File: src/rtl/pqs_pkg.sv
// Shared types, constants and helper functions for the priority two-queue server.
package pqs_pkg;

    localparam int QUEUE_DEPTH_DEF = 16;
    localparam int ID_BITS_DEF     = 16;

    localparam int CFG_W     = 5;
    localparam int MODE_W    = 2;
    localparam int ID_W      = 16;
    localparam int TIME_W    = 32;
    localparam int OUTCOME_W = 3;
    localparam int STAT_W    = 32;
    localparam int SUM_W     = 48;

    localparam int ENTRY_W_DEF = ID_BITS_DEF + TIME_W;

    localparam logic [CFG_W-1:0] LIMIT_RESET = CFG_W'(16);

    localparam logic [MODE_W-1:0] MODE_HIGH = 2'd0;
    localparam logic [MODE_W-1:0] MODE_LOW  = 2'd1;
    localparam logic [MODE_W-1:0] MODE_TICK = 2'd2;

    typedef enum logic [OUTCOME_W-1:0] {
        OUT_ACCEPTED    = 3'd0,
        OUT_REFUSED     = 3'd1,
        OUT_IDLE        = 3'd2,
        OUT_SERVED_HIGH = 3'd3,
        OUT_SERVED_LOW  = 3'd4
    } outcome_t;

    typedef enum logic {
        ST_IDLE,
        ST_POP
    } state_t;

    function automatic logic [STAT_W-1:0] sat_inc(input logic [STAT_W-1:0] v);
        logic [STAT_W-1:0] r;
        r = (v == {STAT_W{1'b1}}) ? v : v + STAT_W'(1);
        return r;
    endfunction

    function automatic logic [SUM_W-1:0] sat_add(input logic [SUM_W-1:0] s,
                                                 input logic [TIME_W-1:0] w);
        logic [SUM_W:0] t;
        t = {1'b0, s} + (SUM_W + 1)'(w);
        return t[SUM_W] ? {SUM_W{1'b1}} : t[SUM_W-1:0];
    endfunction

endpackage

File: src/rtl/priority_two_queue_server_core.sv
// Strict-priority scheduler over two bounded FIFOs kept in RAM.
//
// Input channel (in_valid/in_stall) carries one transaction per request or tick:
// mode 0 pushes {item_id, now} into the high queue, mode 1 into the low queue,
// mode 2 or 3 is a service tick that pops high first, then low, else counts idle.
// Output channel (out_valid/out_stall) returns one result per input transaction,
// with the outcome, served id, wait time and all statistics after the update.
// cfg_wr_en/cfg_wr_data write the per-queue fill limit; write it only while idle.
// Requests and idle ticks show their result in the cycle after acceptance;
// ticks that pop go through ST_POP first, for the registered read of the queue RAM.
// One request per cycle unless stalled; a popping tick blocks input while in ST_POP.
// The result sits in an output register; the next transaction is taken in the
// cycle that register is drained. While out_stall holds a result, in_stall is high.
// Reset clears pointers, fill counts, statistics and sets the fill limit to 16;
// queue RAM contents are not cleared and are only read after being written.
module priority_two_queue_server_core #(
    parameter int QUEUE_DEPTH = pqs_pkg::QUEUE_DEPTH_DEF,
    parameter int ID_BITS     = pqs_pkg::ID_BITS_DEF
) (
    input  logic                            clk,
    input  logic                            rst_n,
    input  logic                            cfg_wr_en,
    input  logic [pqs_pkg::CFG_W-1:0]       cfg_wr_data,
    input  logic                            in_valid,
    output logic                            in_stall,
    input  logic [pqs_pkg::MODE_W-1:0]      mode,
    input  logic [pqs_pkg::ID_W-1:0]        item_id,
    input  logic [pqs_pkg::TIME_W-1:0]      now,
    output logic                            out_valid,
    input  logic                            out_stall,
    output logic [pqs_pkg::OUTCOME_W-1:0]   outcome,
    output logic [pqs_pkg::ID_W-1:0]        served_id,
    output logic [pqs_pkg::TIME_W-1:0]      wait_time,
    output logic [pqs_pkg::STAT_W-1:0]      high_accepted,
    output logic [pqs_pkg::STAT_W-1:0]      high_refused,
    output logic [pqs_pkg::STAT_W-1:0]      low_accepted,
    output logic [pqs_pkg::STAT_W-1:0]      low_refused,
    output logic [pqs_pkg::STAT_W-1:0]      high_served,
    output logic [pqs_pkg::STAT_W-1:0]      low_served,
    output logic [pqs_pkg::SUM_W-1:0]       high_wait_sum,
    output logic [pqs_pkg::SUM_W-1:0]       low_wait_sum,
    output logic [pqs_pkg::STAT_W-1:0]      idle_ticks
);

    import pqs_pkg::*;

    localparam int PTR_W   = (QUEUE_DEPTH > 1) ? $clog2(QUEUE_DEPTH) : 1;
    localparam int CNT_W   = $clog2(QUEUE_DEPTH + 1);
    localparam int CMP_W   = (CNT_W > CFG_W) ? CNT_W : CFG_W;
    localparam int ENTRY_W = ID_BITS + TIME_W;
    localparam logic [PTR_W-1:0] PTR_LAST  = PTR_W'(QUEUE_DEPTH - 1);
    localparam logic [CMP_W-1:0] DEPTH_CMP = CMP_W'(QUEUE_DEPTH);

    function automatic logic [PTR_W-1:0] ptr_inc(input logic [PTR_W-1:0] p);
        logic [PTR_W-1:0] r;
        r = (p == PTR_LAST) ? '0 : p + PTR_W'(1);
        return r;
    endfunction

    state_t state_reg, state_next;

    logic [CFG_W-1:0]  limit_reg;
    logic [PTR_W-1:0]  high_head_reg, high_head_next, high_tail_reg, high_tail_next;
    logic [PTR_W-1:0]  low_head_reg, low_head_next, low_tail_reg, low_tail_next;
    logic [CNT_W-1:0]  high_count_reg, high_count_next, low_count_reg, low_count_next;

    logic [STAT_W-1:0] high_acc_reg, high_acc_next, high_ref_reg, high_ref_next;
    logic [STAT_W-1:0] low_acc_reg, low_acc_next, low_ref_reg, low_ref_next;
    logic [STAT_W-1:0] high_srv_reg, high_srv_next, low_srv_reg, low_srv_next;
    logic [STAT_W-1:0] idle_reg, idle_next;
    logic [SUM_W-1:0]  high_sum_reg, high_sum_next, low_sum_reg, low_sum_next;

    logic              out_valid_reg, out_valid_next;
    outcome_t          outcome_reg, outcome_next;
    logic [ID_W-1:0]   served_id_reg, served_id_next;
    logic [TIME_W-1:0] wait_time_reg, wait_time_next;
    logic              load_out;

    logic              pop_high_reg;
    logic [TIME_W-1:0] now_reg;

    logic              in_fire;
    logic              is_req;
    logic              any_queued;
    logic [CMP_W-1:0]  limit_eff;
    logic              high_room, low_room;
    logic [ID_BITS-1:0] id_in;
    logic [ENTRY_W-1:0] wr_entry;
    logic              high_we, low_we;
    logic [ENTRY_W-1:0] high_rd, low_rd, pop_entry;
    logic [TIME_W-1:0] pop_wait;

    assign in_stall   = !((state_reg == ST_IDLE) && (!out_valid_reg || !out_stall));
    assign in_fire    = in_valid && !in_stall;
    assign is_req     = mode inside {MODE_HIGH, MODE_LOW};
    assign any_queued = (high_count_reg != '0) || (low_count_reg != '0);

    assign limit_eff = (CMP_W'(limit_reg) > DEPTH_CMP) ? DEPTH_CMP : CMP_W'(limit_reg);
    assign high_room = CMP_W'(high_count_reg) < limit_eff;
    assign low_room  = CMP_W'(low_count_reg) < limit_eff;

    assign id_in    = ID_BITS'(item_id);
    assign wr_entry = {id_in, now};

    assign pop_entry = pop_high_reg ? high_rd : low_rd;
    assign pop_wait  = now_reg - pop_entry[TIME_W-1:0];

    pqs_ram #(
        .WIDTH (ENTRY_W),
        .DEPTH (QUEUE_DEPTH)
    ) u_high_ram (
        .clk     (clk),
        .wr_en   (high_we),
        .wr_addr (high_tail_reg),
        .wr_data (wr_entry),
        .rd_addr (high_head_reg),
        .rd_data (high_rd)
    );

    pqs_ram #(
        .WIDTH (ENTRY_W),
        .DEPTH (QUEUE_DEPTH)
    ) u_low_ram (
        .clk     (clk),
        .wr_en   (low_we),
        .wr_addr (low_tail_reg),
        .wr_data (wr_entry),
        .rd_addr (low_head_reg),
        .rd_data (low_rd)
    );

    always_comb
    begin
        state_next = state_reg;
        case (state_reg)
            ST_IDLE:
            begin
                if (in_fire && !is_req && any_queued)
                begin
                    state_next = ST_POP;
                end
            end
            ST_POP:
            begin
                state_next = ST_IDLE;
            end
            default:
            begin
                state_next = ST_IDLE;
            end
        endcase
    end

    always_comb
    begin
        high_head_next  = high_head_reg;
        high_tail_next  = high_tail_reg;
        high_count_next = high_count_reg;
        low_head_next   = low_head_reg;
        low_tail_next   = low_tail_reg;
        low_count_next  = low_count_reg;
        high_acc_next   = high_acc_reg;
        high_ref_next   = high_ref_reg;
        low_acc_next    = low_acc_reg;
        low_ref_next    = low_ref_reg;
        high_srv_next   = high_srv_reg;
        low_srv_next    = low_srv_reg;
        idle_next       = idle_reg;
        high_sum_next   = high_sum_reg;
        low_sum_next    = low_sum_reg;
        high_we         = 1'b0;
        low_we          = 1'b0;
        load_out        = 1'b0;
        outcome_next    = outcome_reg;
        served_id_next  = '0;
        wait_time_next  = '0;
        out_valid_next  = out_valid_reg && out_stall;

        case (state_reg)
            ST_IDLE:
            begin
                if (in_fire)
                begin
                    if (is_req)
                    begin
                        load_out = 1'b1;
                        if (mode == MODE_HIGH)
                        begin
                            if (high_room)
                            begin
                                high_we         = 1'b1;
                                high_tail_next  = ptr_inc(high_tail_reg);
                                high_count_next = high_count_reg + CNT_W'(1);
                                high_acc_next   = sat_inc(high_acc_reg);
                                outcome_next    = OUT_ACCEPTED;
                            end
                            else
                            begin
                                high_ref_next = sat_inc(high_ref_reg);
                                outcome_next  = OUT_REFUSED;
                            end
                        end
                        else
                        begin
                            if (low_room)
                            begin
                                low_we         = 1'b1;
                                low_tail_next  = ptr_inc(low_tail_reg);
                                low_count_next = low_count_reg + CNT_W'(1);
                                low_acc_next   = sat_inc(low_acc_reg);
                                outcome_next   = OUT_ACCEPTED;
                            end
                            else
                            begin
                                low_ref_next = sat_inc(low_ref_reg);
                                outcome_next = OUT_REFUSED;
                            end
                        end
                    end
                    else if (!any_queued)
                    begin
                        load_out     = 1'b1;
                        idle_next    = sat_inc(idle_reg);
                        outcome_next = OUT_IDLE;
                    end
                end
            end
            ST_POP:
            begin
                load_out       = 1'b1;
                served_id_next = ID_W'(pop_entry[TIME_W +: ID_BITS]);
                wait_time_next = pop_wait;
                if (pop_high_reg)
                begin
                    high_head_next  = ptr_inc(high_head_reg);
                    high_count_next = high_count_reg - CNT_W'(1);
                    high_srv_next   = sat_inc(high_srv_reg);
                    high_sum_next   = sat_add(high_sum_reg, pop_wait);
                    outcome_next    = OUT_SERVED_HIGH;
                end
                else
                begin
                    low_head_next  = ptr_inc(low_head_reg);
                    low_count_next = low_count_reg - CNT_W'(1);
                    low_srv_next   = sat_inc(low_srv_reg);
                    low_sum_next   = sat_add(low_sum_reg, pop_wait);
                    outcome_next   = OUT_SERVED_LOW;
                end
            end
            default:
            begin
                load_out = 1'b0;
            end
        endcase

        if (load_out)
        begin
            out_valid_next = 1'b1;
        end
    end

    always_ff @(posedge clk or negedge rst_n)
    begin
        if (!rst_n)
        begin
            state_reg      <= ST_IDLE;
            limit_reg      <= LIMIT_RESET;
            high_head_reg  <= '0;
            high_tail_reg  <= '0;
            high_count_reg <= '0;
            low_head_reg   <= '0;
            low_tail_reg   <= '0;
            low_count_reg  <= '0;
            high_acc_reg   <= '0;
            high_ref_reg   <= '0;
            low_acc_reg    <= '0;
            low_ref_reg    <= '0;
            high_srv_reg   <= '0;
            low_srv_reg    <= '0;
            idle_reg       <= '0;
            high_sum_reg   <= '0;
            low_sum_reg    <= '0;
            out_valid_reg  <= 1'b0;
        end
        else
        begin
            state_reg      <= state_next;
            if (cfg_wr_en)
            begin
                limit_reg <= cfg_wr_data;
            end
            high_head_reg  <= high_head_next;
            high_tail_reg  <= high_tail_next;
            high_count_reg <= high_count_next;
            low_head_reg   <= low_head_next;
            low_tail_reg   <= low_tail_next;
            low_count_reg  <= low_count_next;
            high_acc_reg   <= high_acc_next;
            high_ref_reg   <= high_ref_next;
            low_acc_reg    <= low_acc_next;
            low_ref_reg    <= low_ref_next;
            high_srv_reg   <= high_srv_next;
            low_srv_reg    <= low_srv_next;
            idle_reg       <= idle_next;
            high_sum_reg   <= high_sum_next;
            low_sum_reg    <= low_sum_next;
            out_valid_reg  <= out_valid_next;
        end
    end

    always_ff @(posedge clk)
    begin
        if (in_fire)
        begin
            now_reg      <= now;
            pop_high_reg <= (high_count_reg != '0);
        end
        if (load_out)
        begin
            outcome_reg   <= outcome_next;
            served_id_reg <= served_id_next;
            wait_time_reg <= wait_time_next;
        end
    end

    assign out_valid     = out_valid_reg;
    assign outcome       = outcome_reg;
    assign served_id     = served_id_reg;
    assign wait_time     = wait_time_reg;
    assign high_accepted = high_acc_reg;
    assign high_refused  = high_ref_reg;
    assign low_accepted  = low_acc_reg;
    assign low_refused   = low_ref_reg;
    assign high_served   = high_srv_reg;
    assign low_served    = low_srv_reg;
    assign high_wait_sum = high_sum_reg;
    assign low_wait_sum  = low_sum_reg;
    assign idle_ticks    = idle_reg;

endmodule

File: src/rtl/pqs_ram.sv
// Generic single-write, single-read RAM with registered read data.
module pqs_ram #(
    parameter int WIDTH = pqs_pkg::ENTRY_W_DEF,
    parameter int DEPTH = pqs_pkg::QUEUE_DEPTH_DEF,
    localparam int ADDR_W = (DEPTH > 1) ? $clog2(DEPTH) : 1
) (
    input  logic              clk,
    input  logic              wr_en,
    input  logic [ADDR_W-1:0] wr_addr,
    input  logic [WIDTH-1:0]  wr_data,
    input  logic [ADDR_W-1:0] rd_addr,
    output logic [WIDTH-1:0]  rd_data
);

    logic [WIDTH-1:0] mem_reg [DEPTH];
    logic [WIDTH-1:0] rd_data_reg;

    always_ff @(posedge clk)
    begin
        if (wr_en)
        begin
            mem_reg[wr_addr] <= wr_data;
        end
        rd_data_reg <= mem_reg[rd_addr];
    end

    assign rd_data = rd_data_reg;

endmodule

File: config.mk
export PLATFORM = sky130hd
export DESIGN_NAME = priority_two_queue_server_core
export DESIGN_NICKNAME = d
export VERILOG_FILES = /design/src/rtl/pqs_pkg.sv /design/src/rtl/priority_two_queue_server_core.sv /design/src/rtl/pqs_ram.sv
export SDC_FILE = /design/constraint.sdc
export NUM_CORES = 2
export LEC_CHECK = 0
export ABC_AREA = 1
export BUFFER_PORTS_ARGS = -buffer_cell sky130_fd_sc_hd__clkbuf_2
export CAP_MARGIN = 20
export CORE_ASPECT_RATIO = 0.75
export CORE_MARGIN = 1
export CORE_UTILIZATION = 50
export DETAILED_ROUTE_END_ITERATION = 8
export PLACE_DENSITY_LB_ADDON = 0.08
export SLEW_MARGIN = 20
export SYNTH_ARGS = -nofsm -noshare
export SYNTH_HDL_FRONTEND = slang
export SYNTH_HIERARCHICAL = 1
export SYNTH_SLANG_ARGS = --single-unit
File: constraint.sdc
create_clock -name clk -period 8.7 [get_ports clk]
set_input_delay 1.74 -clock clk [delete_from_list [all_inputs] [get_ports clk]]
set_output_delay 1.74 -clock clk [all_outputs]
set_load 0.02 [all_outputs]
==> qor.csv <==
stage;metric;value;unit
run_status;status;finished clean;
critical_path;CP Capture Type;register;
critical_path;slack of the worst reg-to-reg path;2.74;ns
final_layout;post-layout util;0.5635;
timing;max-slew violations;0;
synthesis;Syn Area/Cell;9.379;um2
timing;Least-Margin Pin Slew;1.141;ns
cts;TritonCTS Buffers;205;
final_layout;layout cells sized above 1;0.08547;
die;initial core utilization;0.5061;
hold_path;Hold Crit Class;register to register;
critical_path;Worst setup SP type;register;
power_and_ir_drop;Peak VDD IR;253.5;uV
synthesis;sequential area share after synthesis;0.6096;
global_route;vias in the first global route;67090;
global_route;initial antenna violation count;16;
global_route;first-pass GRT wire length;440.6;mm
place;detailed placer's ending HPWL;190.3;mm
final_layout;commonest non-fill, non-tap cell in the layout;nand2_1;
detailed_routing;Post-route DRC;0;
die;Core Region;192500;um2
power_and_ir_drop;pwr/cell area;311.7;nW/um2
cts;# resized after CTS;0;
cts;CTS Hold Bufs;0;
timing;RSZ-0062 raised after global routing;false;
place;Final GP Congestion;0.9527;
die;chip height;384.3;um
detailed_routing;router iterations before antenna repair;8;
cts;CTS root buf;clkbuf_16;
final_layout;Nets;10920;
synthesis;EDFF count, synth;1620;
final_layout;commonest cells after routing, fill and taps aside;nand2_1 (3255), edfxtp_1 (1620), inv_1 (1618), nand3_1 (1419), nor2_1 (486);
global_route;largest net degree at the start of global routing;190;
detailed_routing;via count;72190;
die;io pins;433;
synthesis;most used flip-flop cell after synthesis;edfxtp_1;
final_layout;Area Growth Syn to Fin;11.33;%
timing;clock period minus worst slack;5.958;ns
die;die width;511.8;um
timing;Final setup viols;0;
cts;H-tree depth;4;
timing;period utilization;0.6848;
timing;Max-slew headroom;0.2390;
detailed_routing;WL per Instance;22.08;um
timing;Max Clock Freq;0.1678;GHz
synthesis;Synth area leader;edfxtp_1;
cts;Clock Sinks;2069;
cts;setup repair bufs after CTS;0;
run;max_cap viols;0;
detailed_routing;ANT nets after route;0;
synthesis;Synthesized Nets;10580;
global_route;Total GRT Usage;0.2996;
detailed_routing;Routed WL;297.1;mm
critical_path;Critical Path RT;9.34;ns
synthesis;Syn Std Cell Area;97440;um2
critical_path;Crit path arrival time;6.60;ns
synthesis;Synth Warn #;6;
detailed_routing;Vias per Instance;5.364;
cts;clock latency on the worst-skew pair;0.86;ns
critical_path;Crit Path Class;register to register;
critical_path;worst-path fanout max;31;
detailed_routing;drt initial violations;8290;
synthesis;synth unique cells;58;
place;IO buf count;432;
synthesis;Seq cells post-synth;2069;
timing;Layout Skew;0.09238;ns
synthesis;Yosys top cell area share;0.4992;
timing;Fin Setup TNS;0;ns
cts;Worst-path clk slew;0.06;ns
die;die area;196700;um2
die;row cnt;139;
power_and_ir_drop;P_leak;48.16;nW
cts;CTS tree;built;
synthesis;Gate Count Post-Synth;10390;
synthesis;Post-synth ARST share;0.1706;
global_route;GR Overflow Total;0;
cts;clk buf depth;3;
timing;final hold vios;0;
synthesis;main area contributors after synthesis;edfxtp_1 (50%), nand2_1 (13%), dfrtp_1 (9.0%);
==> cell type report <==
| class | count | area, um2 |
|---|---|---|
| Timing Repair Buffer | 524 | 2953 |
| Sequential cell | 2069 | 59430 |
| Antenna cell | 3 | 7.507 |
| Multi-Input combinational cell | 6291 | 29810 |
| Tap cell | 2538 | 3176 |
| Clock buffer | 284 | 5608 |
| Fill cell | 16900 | 84040 |
| Clock inverter | 105 | 1290 |
| Inverter | 1643 | 6210 |
==> cell usage after synthesis (4+ instances only) <==
master    instances
nand2_1        3255
inv_1          1622
edfxtp_1       1620
nand3_1        1419
nor2_1          520
dfrtp_1         352
buf_2           190
xor2_1          178
a21oi_1         175
nor3_1          133
ha_1            122
xnor2_1         100
dfxtp_1          96
clkbuf_1         77
nand4_1          76
o21ai_0          68
buf_6            65
o21ai_1          41
buf_4            36
nor4_1           31
mux2i_1          30
nand3b_1         23
o21bai_1         23
buf_1            17
inv_2            17
a22o_1           16
nand3_2           7
nor3_2            7
o21a_1            6
fa_1              5
nand2_2           5
o21ai_2           5
and2_1            4
mux2_2            4
or2_2             4
==> per-layer routing <==
layer,track usage,share of wire
met5,0,0.00021
met4,0.07935,0.026
met3,0.04553,0.077
met2,0.4499,0.44
met1,0.4525,0.46
==> power breakdown <==
part / leakage, nW / total [W] / internal (W) / switching, W
clock: 3.31 / 0.00907 / 0.00509 / 0.00398
sequential: 20.1 / 0.0122 / 0.0113 / 0.000848
combinational: 24.8 / 0.0126 / 0.00361 / 0.00898
total: 48.2 / 0.0338 / 0.0200 / 0.0138
==> stage by stage <==
stage	hold WS, ns	cells	setup WS (ns)	power [W]	instance area (um2)
floorplan	0.4625	10390	2.064	0.02034	97440
global placement	0.4811	13060	2.914	0.02468	101500
detailed placement	0.4940	13060	2.804	0.02470	101500
CTS	0.5075	13450	2.825	0.03378	108400
global route	0.5286	13450	2.300	0.03558	108500
finish	0.5085	13460	2.742	0.03381	108500
==> cell families (layout without fill, tap and decap cells) <==
group,count (synthesis),after routing,synth area share
compound gates,349,349,0.02004
buf+inv,2029,2556,0.08716
fa+ha+maj,127,127,0.01669
simple gates,5503,5503,0.2380
flops,2069,2069,0.6096
mux,34,34,0.003544
other cells,0,3,0
xor+xnor,278,278,0.02499
==> worst paths after layout <==
kind	from	endpoint	cells after the start
setup / recovery	pop_high_reg	low_wait_sum[19]	24
hold / removal	idle_ticks[31]	idle_ticks[31]	2
setup reg to reg	pop_high_reg	low_wait_sum[19]	24
hold reg to reg	idle_ticks[31]	idle_ticks[31]	2
max in group asynchronous	rst_n	high_head_reg[2]	2
min in group asynchronous	rst_n	high_accepted[14]	1
==> worst max-delay path, cell delays in order, from the launching register on <==
cell and delay (ns):
edfxtp_1 0.47, buf_4 0.51, mux2i_1 0.25, ha_1 0.29, a21oi_1 0.14, nand2_1 0.11, a21oi_1 0.29, inv_1 0.08
nand2_1 0.07, nand2_1 0.15, nand2_1 0.09, nand2_1 0.06, xnor2_1 0.42, inv_1 0.24, ha_1 0.40, a21oi_1 0.20
o21ai_0 0.13, inv_1 0.07, nand2_1 0.10, nand2_1 0.09, nand2_1 0.06, nand2_1 0.06, nand3_1 0.44, inv_1 0.85
a21oi_1 0.18
Power figures use the tool's default switching activity.
